===== src/assert_macros.svh =====
// Assertion helpers shared by the parser and queue RTL files.
`ifndef ASSERT_MACROS_SVH
`define ASSERT_MACROS_SVH

`ifndef NO_ASSERTIONS
// Same-cycle implication, checked outside reset
`define PNGTXT_ASSERT_IMP(name, clk, rstn, ante, cons) \
    name: assert property (@(posedge clk) disable iff (!rstn) (ante) |-> (cons)) \
        else $error("pngtxt assertion failed");
// Next-cycle implication, checked outside reset
`define PNGTXT_ASSERT_NXT(name, clk, rstn, ante, cons) \
    name: assert property (@(posedge clk) disable iff (!rstn) (ante) |=> (cons)) \
        else $error("pngtxt assertion failed");
`else
`define PNGTXT_ASSERT_IMP(name, clk, rstn, ante, cons)
`define PNGTXT_ASSERT_NXT(name, clk, rstn, ante, cons)
`endif

`endif


===== src/pngtxt_pkg.sv =====
package pngtxt_pkg;

    // Result status codes
    localparam logic [2:0] ST_BYTE   = 3'd0;
    localparam logic [2:0] ST_FINAL  = 3'd1;
    localparam logic [2:0] ST_NONE   = 3'd2;
    localparam logic [2:0] ST_BADSIG = 3'd3;
    localparam logic [2:0] ST_TRUNC  = 3'd4;

    // Chunk type tags, first byte in the top byte
    localparam logic [31:0] TYPE_TEXT = 32'h7445_5874;
    localparam logic [31:0] TYPE_IEND = 32'h4945_4E44;

    localparam logic [3:0] KEYWORD_LEN = 4'd11;

    // Default depth of the result queue
    localparam int QUEUE_DEPTH = 4;

    // Parser phase, one-hot
    typedef enum logic [7:0] {
        PH_SIG  = 8'b0000_0001,
        PH_LEN  = 8'b0000_0010,
        PH_TYPE = 8'b0000_0100,
        PH_KEY  = 8'b0000_1000,
        PH_TEXT = 8'b0001_0000,
        PH_DATA = 8'b0010_0000,
        PH_CRC  = 8'b0100_0000,
        PH_DONE = 8'b1000_0000
    } pngtxt_phase_t;

    // One queued result; last is derived from status downstream
    typedef struct packed {
        logic [7:0] text_byte;
        logic [2:0] status;
    } pngtxt_result_t;

    // First four bytes of the PNG signature
    function automatic logic [7:0] sig_byte(input logic [1:0] idx);
        logic [7:0] b;
        case (idx)
            2'd0:    b = 8'h89;
            2'd1:    b = 8'h50;
            2'd2:    b = 8'h4E;
            default: b = 8'h47;
        endcase
        return b;
    endfunction

    // "Description"
    function automatic logic [7:0] keyword_byte(input logic [3:0] idx);
        logic [7:0] b;
        case (idx)
            4'd0:    b = 8'h44;
            4'd1:    b = 8'h65;
            4'd2:    b = 8'h73;
            4'd3:    b = 8'h63;
            4'd4:    b = 8'h72;
            4'd5:    b = 8'h69;
            4'd6:    b = 8'h70;
            4'd7:    b = 8'h74;
            4'd8:    b = 8'h69;
            4'd9:    b = 8'h6F;
            4'd10:   b = 8'h6E;
            default: b = 8'h00;
        endcase
        return b;
    endfunction

endpackage


===== src/png_text_chunk_extractor.sv =====
// A result beat passes through the result queue and then the output register before it is offered on m_.
// Throughput: one input byte per cycle while the result queue is not full.
// The result queue (QUEUE_DEPTH entries) lets input continue while m_tready is low.
// Reset: synchronous, aresetn low clears the parser, the queue and the output valid.
// After each file's final byte the parser returns to its reset state by itself.
module png_text_chunk_extractor #(
    parameter int QUEUE_DEPTH = pngtxt_pkg::QUEUE_DEPTH
) (
    input  logic       aclk,
    input  logic       aresetn,
    input  logic       s_tvalid,
    output logic       s_tready,
    input  logic [7:0] s_tdata,    // [7:0] data_byte
    input  logic       s_tlast,    // end_of_file
    output logic       m_tvalid,
    input  logic       m_tready,
    output logic [7:0] m_tdata,    // [7:0] text_byte
    output logic       m_tlast,    // last
    output logic [2:0] m_tuser     // [2:0] status
);

    logic                       push;
    logic                       pop;
    logic                       q_full;
    logic                       q_not_empty;
    pngtxt_pkg::pngtxt_result_t push_data;
    pngtxt_pkg::pngtxt_result_t pop_data;

    pngtxt_front u_front (
        .aclk       (aclk),
        .aresetn    (aresetn),
        .s_tvalid   (s_tvalid),
        .s_tready   (s_tready),
        .s_tdata    (s_tdata),
        .s_tlast    (s_tlast),
        .queue_full (q_full),
        .push       (push),
        .push_data  (push_data)
    );

    pngtxt_fifo #(
        .DEPTH (QUEUE_DEPTH)
    ) u_fifo (
        .aclk      (aclk),
        .aresetn   (aresetn),
        .push      (push),
        .push_data (push_data),
        .full      (q_full),
        .pop       (pop),
        .not_empty (q_not_empty),
        .pop_data  (pop_data)
    );

    pngtxt_back u_back (
        .aclk        (aclk),
        .aresetn     (aresetn),
        .q_not_empty (q_not_empty),
        .q_data      (pop_data),
        .pop         (pop),
        .m_tvalid    (m_tvalid),
        .m_tready    (m_tready),
        .m_tdata     (m_tdata),
        .m_tlast     (m_tlast),
        .m_tuser     (m_tuser)
    );

endmodule


===== src/pngtxt_front.sv =====
`include "assert_macros.svh"

// Chunk parser: takes one byte per beat and classifies it, emitting at most
// one result per byte into the queue.
module pngtxt_front (
    input  logic                        aclk,
    input  logic                        aresetn,
    input  logic                        s_tvalid,
    output logic                        s_tready,
    input  logic [7:0]                  s_tdata,   // [7:0] data_byte
    input  logic                        s_tlast,   // end_of_file
    input  logic                        queue_full,
    output logic                        push,
    output pngtxt_pkg::pngtxt_result_t  push_data
);

    pngtxt_pkg::pngtxt_phase_t phase_reg, phase_next;
    logic [31:0] byte_cnt_reg, byte_cnt_next;
    logic [31:0] chunk_len_reg, chunk_len_next;
    logic [23:0] type_reg, type_next;
    logic [3:0]  key_idx_reg, key_idx_next;

    logic        fire;
    logic [31:0] cnt_inc;
    logic [31:0] type_shift;
    logic        len_hit;
    logic        res_valid;
    logic [7:0]  res_byte;
    logic [2:0]  res_status;

    assign s_tready   = !queue_full;
    assign fire       = s_tvalid && s_tready;
    assign cnt_inc    = byte_cnt_reg + 32'd1;
    assign type_shift = {type_reg, s_tdata};
    assign len_hit    = (cnt_inc == chunk_len_reg);

    // Next state and result for the byte on the input
    always_comb begin
        phase_next     = phase_reg;
        byte_cnt_next  = byte_cnt_reg;
        chunk_len_next = chunk_len_reg;
        type_next      = type_reg;
        key_idx_next   = key_idx_reg;
        res_valid      = 1'b0;
        res_byte       = 8'h00;
        res_status     = pngtxt_pkg::ST_BYTE;

        case (phase_reg)
            pngtxt_pkg::PH_SIG: begin
                if (!byte_cnt_reg[2] &&
                    s_tdata != pngtxt_pkg::sig_byte(byte_cnt_reg[1:0])) begin
                    res_valid  = 1'b1;
                    res_status = pngtxt_pkg::ST_BADSIG;
                    phase_next = pngtxt_pkg::PH_DONE;
                end else if (byte_cnt_reg[2:0] == 3'd7) begin
                    phase_next     = pngtxt_pkg::PH_LEN;
                    byte_cnt_next  = '0;
                    chunk_len_next = '0;
                end else begin
                    byte_cnt_next = cnt_inc;
                end
            end
            pngtxt_pkg::PH_LEN: begin
                chunk_len_next = {chunk_len_reg[23:0], s_tdata};
                if (byte_cnt_reg[1:0] == 2'd3) begin
                    phase_next    = pngtxt_pkg::PH_TYPE;
                    byte_cnt_next = '0;
                    type_next     = '0;
                end else begin
                    byte_cnt_next = cnt_inc;
                end
            end
            pngtxt_pkg::PH_TYPE: begin
                type_next = type_shift[23:0];
                if (byte_cnt_reg[1:0] == 2'd3) begin
                    byte_cnt_next = '0;
                    if (type_shift == pngtxt_pkg::TYPE_IEND) begin
                        res_valid  = 1'b1;
                        res_status = pngtxt_pkg::ST_NONE;
                        phase_next = pngtxt_pkg::PH_DONE;
                    end else if (chunk_len_reg == '0) begin
                        phase_next = pngtxt_pkg::PH_CRC;
                    end else if (type_shift == pngtxt_pkg::TYPE_TEXT) begin
                        key_idx_next = '0;
                        phase_next   = pngtxt_pkg::PH_KEY;
                    end else begin
                        phase_next = pngtxt_pkg::PH_DATA;
                    end
                end else begin
                    byte_cnt_next = cnt_inc;
                end
            end
            pngtxt_pkg::PH_KEY: begin
                byte_cnt_next = cnt_inc;
                if (key_idx_reg < pngtxt_pkg::KEYWORD_LEN) begin
                    key_idx_next = key_idx_reg + 4'd1;
                    if (len_hit) begin
                        phase_next    = pngtxt_pkg::PH_CRC;
                        byte_cnt_next = '0;
                    end else if (s_tdata != pngtxt_pkg::keyword_byte(key_idx_reg)) begin
                        phase_next = pngtxt_pkg::PH_DATA;
                    end
                end else if (s_tdata == 8'h00) begin
                    // null after a full keyword match: text follows, or empty text ends the search
                    if (len_hit) begin
                        res_valid  = 1'b1;
                        res_status = pngtxt_pkg::ST_NONE;
                        phase_next = pngtxt_pkg::PH_DONE;
                    end else begin
                        phase_next = pngtxt_pkg::PH_TEXT;
                    end
                end else if (len_hit) begin
                    phase_next    = pngtxt_pkg::PH_CRC;
                    byte_cnt_next = '0;
                end else begin
                    phase_next = pngtxt_pkg::PH_DATA;
                end
            end
            pngtxt_pkg::PH_TEXT: begin
                byte_cnt_next = cnt_inc;
                res_valid     = 1'b1;
                res_byte      = s_tdata;
                if (len_hit) begin
                    res_status = pngtxt_pkg::ST_FINAL;
                    phase_next = pngtxt_pkg::PH_DONE;
                end
            end
            pngtxt_pkg::PH_DATA: begin
                if (len_hit) begin
                    phase_next    = pngtxt_pkg::PH_CRC;
                    byte_cnt_next = '0;
                end else begin
                    byte_cnt_next = cnt_inc;
                end
            end
            pngtxt_pkg::PH_CRC: begin
                if (byte_cnt_reg[1:0] == 2'd3) begin
                    phase_next     = pngtxt_pkg::PH_LEN;
                    byte_cnt_next  = '0;
                    chunk_len_next = '0;
                end else begin
                    byte_cnt_next = cnt_inc;
                end
            end
            default: begin
            end
        endcase

        // End of file: close the run if no final result went out yet, and rearm the parser
        if (s_tlast) begin
            if (!(res_valid && res_status != pngtxt_pkg::ST_BYTE)) begin
                res_byte = 8'h00;
                if (phase_next == pngtxt_pkg::PH_TEXT) begin
                    res_valid  = 1'b1;
                    res_status = pngtxt_pkg::ST_TRUNC;
                end else if (phase_next == pngtxt_pkg::PH_SIG) begin
                    res_valid  = 1'b1;
                    res_status = pngtxt_pkg::ST_BADSIG;
                end else if (phase_next != pngtxt_pkg::PH_DONE) begin
                    res_valid  = 1'b1;
                    res_status = pngtxt_pkg::ST_NONE;
                end
            end
            phase_next     = pngtxt_pkg::PH_SIG;
            byte_cnt_next  = '0;
            chunk_len_next = '0;
            type_next      = '0;
            key_idx_next   = '0;
        end
    end

    // Parser state, updated on each accepted beat
    always_ff @(posedge aclk) begin
        if (!aresetn) begin
            phase_reg     <= pngtxt_pkg::PH_SIG;
            byte_cnt_reg  <= '0;
            chunk_len_reg <= '0;
            type_reg      <= '0;
            key_idx_reg   <= '0;
        end else if (fire) begin
            phase_reg     <= phase_next;
            byte_cnt_reg  <= byte_cnt_next;
            chunk_len_reg <= chunk_len_next;
            type_reg      <= type_next;
            key_idx_reg   <= key_idx_next;
        end
    end

    assign push                = fire && res_valid;
    assign push_data.text_byte = res_byte;
    assign push_data.status    = res_status;

    // A final beat always leaves the parser in its start state
    `PNGTXT_ASSERT_NXT(a_eof_rearms, aclk, aresetn, fire && s_tlast,
        phase_reg == pngtxt_pkg::PH_SIG && byte_cnt_reg == 32'd0)
    // Once done, only the final beat can produce a result
    `PNGTXT_ASSERT_IMP(a_done_silent, aclk, aresetn,
        fire && phase_reg == pngtxt_pkg::PH_DONE && !s_tlast, !push)

endmodule


===== src/pngtxt_fifo.sv =====
`include "assert_macros.svh"

// Small result queue between the parser and the output stage.
module pngtxt_fifo #(
    parameter int DEPTH = pngtxt_pkg::QUEUE_DEPTH   // 2 or more
) (
    input  logic                        aclk,
    input  logic                        aresetn,
    input  logic                        push,
    input  pngtxt_pkg::pngtxt_result_t  push_data,
    output logic                        full,
    input  logic                        pop,
    output logic                        not_empty,
    output pngtxt_pkg::pngtxt_result_t  pop_data
);

    localparam int PTR_W = $clog2(DEPTH);
    localparam int CNT_W = $clog2(DEPTH + 1);
    localparam logic [PTR_W-1:0] PTR_LAST = PTR_W'(DEPTH - 1);
    localparam logic [CNT_W-1:0] CNT_FULL = CNT_W'(DEPTH);

    pngtxt_pkg::pngtxt_result_t mem_reg [DEPTH];
    logic [PTR_W-1:0] wr_ptr_reg, wr_ptr_next;
    logic [PTR_W-1:0] rd_ptr_reg, rd_ptr_next;
    logic [CNT_W-1:0] count_reg, count_next;

    assign full      = (count_reg == CNT_FULL);
    assign not_empty = (count_reg != '0);
    assign pop_data  = mem_reg[rd_ptr_reg];

    // Pointer wrap and occupancy
    always_comb begin
        wr_ptr_next = wr_ptr_reg;
        rd_ptr_next = rd_ptr_reg;
        count_next  = count_reg;
        if (push) begin
            wr_ptr_next = (wr_ptr_reg == PTR_LAST) ? '0 : wr_ptr_reg + 1'b1;
        end
        if (pop) begin
            rd_ptr_next = (rd_ptr_reg == PTR_LAST) ? '0 : rd_ptr_reg + 1'b1;
        end
        if (push && !pop) begin
            count_next = count_reg + 1'b1;
        end else if (pop && !push) begin
            count_next = count_reg - 1'b1;
        end
    end

    always_ff @(posedge aclk) begin
        if (!aresetn) begin
            wr_ptr_reg <= '0;
            rd_ptr_reg <= '0;
            count_reg  <= '0;
        end else begin
            wr_ptr_reg <= wr_ptr_next;
            rd_ptr_reg <= rd_ptr_next;
            count_reg  <= count_next;
        end
    end

    // Storage, no reset
    always_ff @(posedge aclk) begin
        if (push) begin
            mem_reg[wr_ptr_reg] <= push_data;
        end
    end

    `PNGTXT_ASSERT_IMP(a_no_overflow, aclk, aresetn, push, !full)
    `PNGTXT_ASSERT_IMP(a_no_underflow, aclk, aresetn, pop, not_empty)
    `PNGTXT_ASSERT_IMP(a_count_bound, aclk, aresetn, 1'b1, count_reg <= CNT_FULL)

endmodule


===== src/pngtxt_back.sv =====
// Output stage: pulls results from the queue into the master register and
// forms the last flag from the status.
module pngtxt_back (
    input  logic                        aclk,
    input  logic                        aresetn,
    input  logic                        q_not_empty,
    input  pngtxt_pkg::pngtxt_result_t  q_data,
    output logic                        pop,
    output logic                        m_tvalid,
    input  logic                        m_tready,
    output logic [7:0]                  m_tdata,   // [7:0] text_byte
    output logic                        m_tlast,   // last
    output logic [2:0]                  m_tuser    // [2:0] status
);

    logic       valid_reg;
    logic [7:0] byte_reg;
    logic       last_reg;
    logic [2:0] status_reg;

    // Load when the register is empty or being drained
    assign pop = q_not_empty && (!valid_reg || m_tready);

    always_ff @(posedge aclk) begin
        if (!aresetn) begin
            valid_reg <= 1'b0;
        end else if (pop) begin
            valid_reg <= 1'b1;
        end else if (m_tready) begin
            valid_reg <= 1'b0;
        end
    end

    // Payload, no reset; every status but a plain text byte closes the run
    always_ff @(posedge aclk) begin
        if (pop) begin
            byte_reg   <= q_data.text_byte;
            status_reg <= q_data.status;
            last_reg   <= (q_data.status != pngtxt_pkg::ST_BYTE);
        end
    end

    assign m_tvalid = valid_reg;
    assign m_tdata  = byte_reg;
    assign m_tlast  = last_reg;
    assign m_tuser  = status_reg;

endmodule

===== config.mk =====
export PLATFORM = sky130hd
export DESIGN_NAME = png_text_chunk_extractor
export DESIGN_NICKNAME = d
export VERILOG_FILES = /design/src/pngtxt_pkg.sv /design/src/png_text_chunk_extractor.sv /design/src/pngtxt_front.sv /design/src/pngtxt_fifo.sv /design/src/pngtxt_back.sv
export VERILOG_INCLUDE_DIRS = /design/src /design/src/src
export SDC_FILE = /design/constraint.sdc
export NUM_CORES = 1
export LEC_CHECK = 0
export BUFFER_PORTS_ARGS = -buffer_cell sky130_fd_sc_hd__clkbuf_2
export CAP_MARGIN = 20
export CORE_ASPECT_RATIO = 0.8
export CORE_MARGIN = 3
export CORE_UTILIZATION = 50
export CTS_BUF_LIST = sky130_fd_sc_hd__clkbuf_8
export DETAILED_ROUTE_END_ITERATION = 10
export GPL_ROUTABILITY_DRIVEN = 0
export MAX_ROUTING_LAYER = met4
export PLACE_DENSITY = 0.72
export SKIP_CTS_REPAIR_TIMING = 1
export SLEW_MARGIN = 40
export SYNTH_ARGS = -nofsm -noshare
export SYNTH_HDL_FRONTEND = slang
export SYNTH_SLANG_ARGS = --single-unit

===== constraint.sdc =====
create_clock -name aclk -period 12.8 [get_ports aclk]
set_input_delay 3.2 -clock aclk [delete_from_list [all_inputs] [get_ports aclk]]
set_output_delay 3.2 -clock aclk [all_outputs]
set_load 0.01 [all_outputs]

==> metrics <==
Worst Setup Start Kind=input pin; status=finished clean; Largest register FFs=44; # diodes=0; Final Hold Fails=0; vias per cell=6.176; Routed WL=24.46 mm; Async SR Flop Fraction=0%; crit end category=register; first-pass GRT wire length=39.42 mm; Mapped Cells=1,067; Clock Pin Slew Worst Setup and Hold Paths=100 ps; Port Buffer Count=26; die area=0.02106 mm^2; final critical-path required period=6693 ps; VDD IR max=0.00007569 V; DR DRC count=0; critical path's slowest cell=or4_1; FF+latch count, synth=173; Yosys top cell by area=dfxtp_1; gr usage total=24.36%; CTS sink count=around 170; DRT antenna net count=0; die height=between 100 and 150 um; gr ovfl total=0; Post-synth EDFFs=56; Initial Util=52.13%; core area=0.01855 mm^2; Req. time, crit path=13,200 ps; top cells by count, synth=131 x nand2_1, 117 x dfxtp_1, 84 x nand3_1, 62 x a21boi_0, 56 x edfxtp_1; Lkg Pwr=approximately 3.4 nW; top-count cell post-synth=nand2_1; TritonCTS Buffers=17; most frequent CP cell=or4_1; CTS tree=done; clock root buffer=clkbuf_8; RSZ-0062 raised after global routing=false; syn avg cell area=9.064 um^2; Slew @ Worst Pin=791.1 ps; Unique masters post-synth=80; post-synthesis net count=1,100; Fin Setup TNS=0 ps; CP arrival=7090 ps; via count=8,097; final std cells w/o fill=1,311; Peak Freq=~150 MHz; register area share after synthesis=41.60%; Slew Limit Fails=0; Cell Pwr Density=about 120 mW/mm^2; row count=44; number of cells on the worst hold path=2; final period utilization=52.29%; synthesis-to-finish area growth=6.119%; Placed Instances=1,279; mapped cell area=0.009672 mm^2; post-layout net count=1,078; critical-path cell list=clkbuf_2 -> or4_1 -> or4_1 -> nor3_1 -> a32oi_1 -> a31oi_1 -> o31a_1 -> ha_1 -> inv_1 -> fa_1 -> xor2_1 -> or3_1 -> a21boi_0; worst skew pair latency=470 ps; CP Class=in -> reg; Synth top area share=about a quarter; Main synth FF type=dfxtp_1; WL/cell=between 15 and 20 um; die width=161.5 um; IO Count=27; HP Class=reg -> reg; drt pass-1 iters=5; worst-path fanout max=7; Relative slew margins=a little under half; synth warn=0; Max Cap Viol=0; top post-synthesis cells by area=dfxtp_1 24%, edfxtp_1 17%, nand2_1 5.1%, a21boi_0 4.8%, nand3_1 4.3%; R2R depth=18; detailed placer's ending HPWL=17.29 mm; Max clock buf depth=2; Finish-stage setup viols=0; vias in the first global route=7,166; crit-path max cell delay=610 ps; clk_skew=between 15 and 20 ps; H-tree Lvls=4; largest net degree at the start of global routing=91; initial antenna violation count=0; fraction of layout cells with a size suffix above 1=9.735%; drt initial violations=908
power breakdown:
group	switching, mW	total, mW	internal [mW]	leakage (nW)
Combinational	0.130	0.228	0.0985	1.73
Clock	0.227	0.371	0.144	0.183
Sequential	0.0338	0.661	0.627	1.47
critical path: cells and delay by family:
kind	cells	cell delay, ps
simple gates	4	1850
compound gates	4	1040
fa+ha+maj	2	610
buf+inv	2	210
xor+xnor	1	170
final cells by class:
class                           instances  area [um^2]
Clock buffer                           17        234.0
Clock inverter                         15        142.6
Fill cell                            1666         8289
Inverter                               30        112.6
Multi-Input combinational cell        789         5243
Sequential cell                       173         4025
Tap cell                              253        316.6
Timing Repair Buffer                   34        190.2
worst paths after layout:
path	start	to	slack (ps)
setup / recovery	s_tdata[0]	u_fifo.count_reg[2]$_SDFFE_PN0P_	6110
setup reg to reg	u_front.byte_cnt_reg[0]$_SDFFE_PN0P_	u_fifo.count_reg[2]$_SDFFE_PN0P_	6430
hold / removal	u_front.type_reg[23]$_SDFFE_PN0P_	u_front.type_reg[23]$_SDFFE_PN0P_	480
hold reg to reg	u_front.type_reg[23]$_SDFFE_PN0P_	u_front.type_reg[23]$_SDFFE_PN0P_	480
cells by family after synthesis:
logic type / synth area share [%]
and+or+nand+nor: 25.21
AOI/OAI and AO/OA: 17.00
DFF: 41.60
buffers and inverters: 4.618
xor gates and xnor gates: 5.511
adders and majority gates: 2.665
muxes: 3.389
stage by stage:
stage / setup slack, ps / cell area (um^2) / total power [mW] / util [%] / hold slack [ps]
3_3_place_gp: 5816 / 9863 / 0.8923 / 53.16 / 448.7
6_report: 6107 / 10260 / 1.259 / 55.32 / 479.1
5_1_grt: 5870 / 10260 / 1.324 / 55.32 / 502.3
3_5_place_dp: 5701 / 9873 / 0.9014 / 53.22 / 463.6
4_1_cts: 6179 / 10250 / 1.270 / 55.25 / 475.8
2_1_floorplan: 6281 / 9672 / 0.8297 / - / 435.7
layout by cell type, fill, tap and decap left out, drive strengths merged, types with 22 or more instances in the layout:
| cell type | synthesis | final |
|---|---|---|
| edfxtp | 56 | 56 |
| nor2 | 38 | 38 |
| nand3 | 86 | 86 |
| and2 | 25 | 25 |
| nand4 | 22 | 22 |
| nor3 | 25 | 25 |
| a21boi | 62 | 62 |
| xnor2 | 41 | 41 |
| nand2 | 131 | 131 |
| inv | 30 | 38 |
| dfxtp | 117 | 117 |
| clkbuf | 49 | 43 |
| a21oi | 27 | 27 |
| nor4 | 26 | 26 |
| o21ai | 46 | 46 |
routing by layer:
metal | share of wire [%] | up-vias | global-route usage [%]
met1 | 49 | 3800 | 37.61
met4 | 1.4 | 0 | 5.362
met5 | 0 | - | -
met2 | 40 | 387 | 32.39
li1 | - | 3880 | -
met3 | 9.6 | 30 | 5.169
No activity file was read; power rests on OpenSTA's default activity.
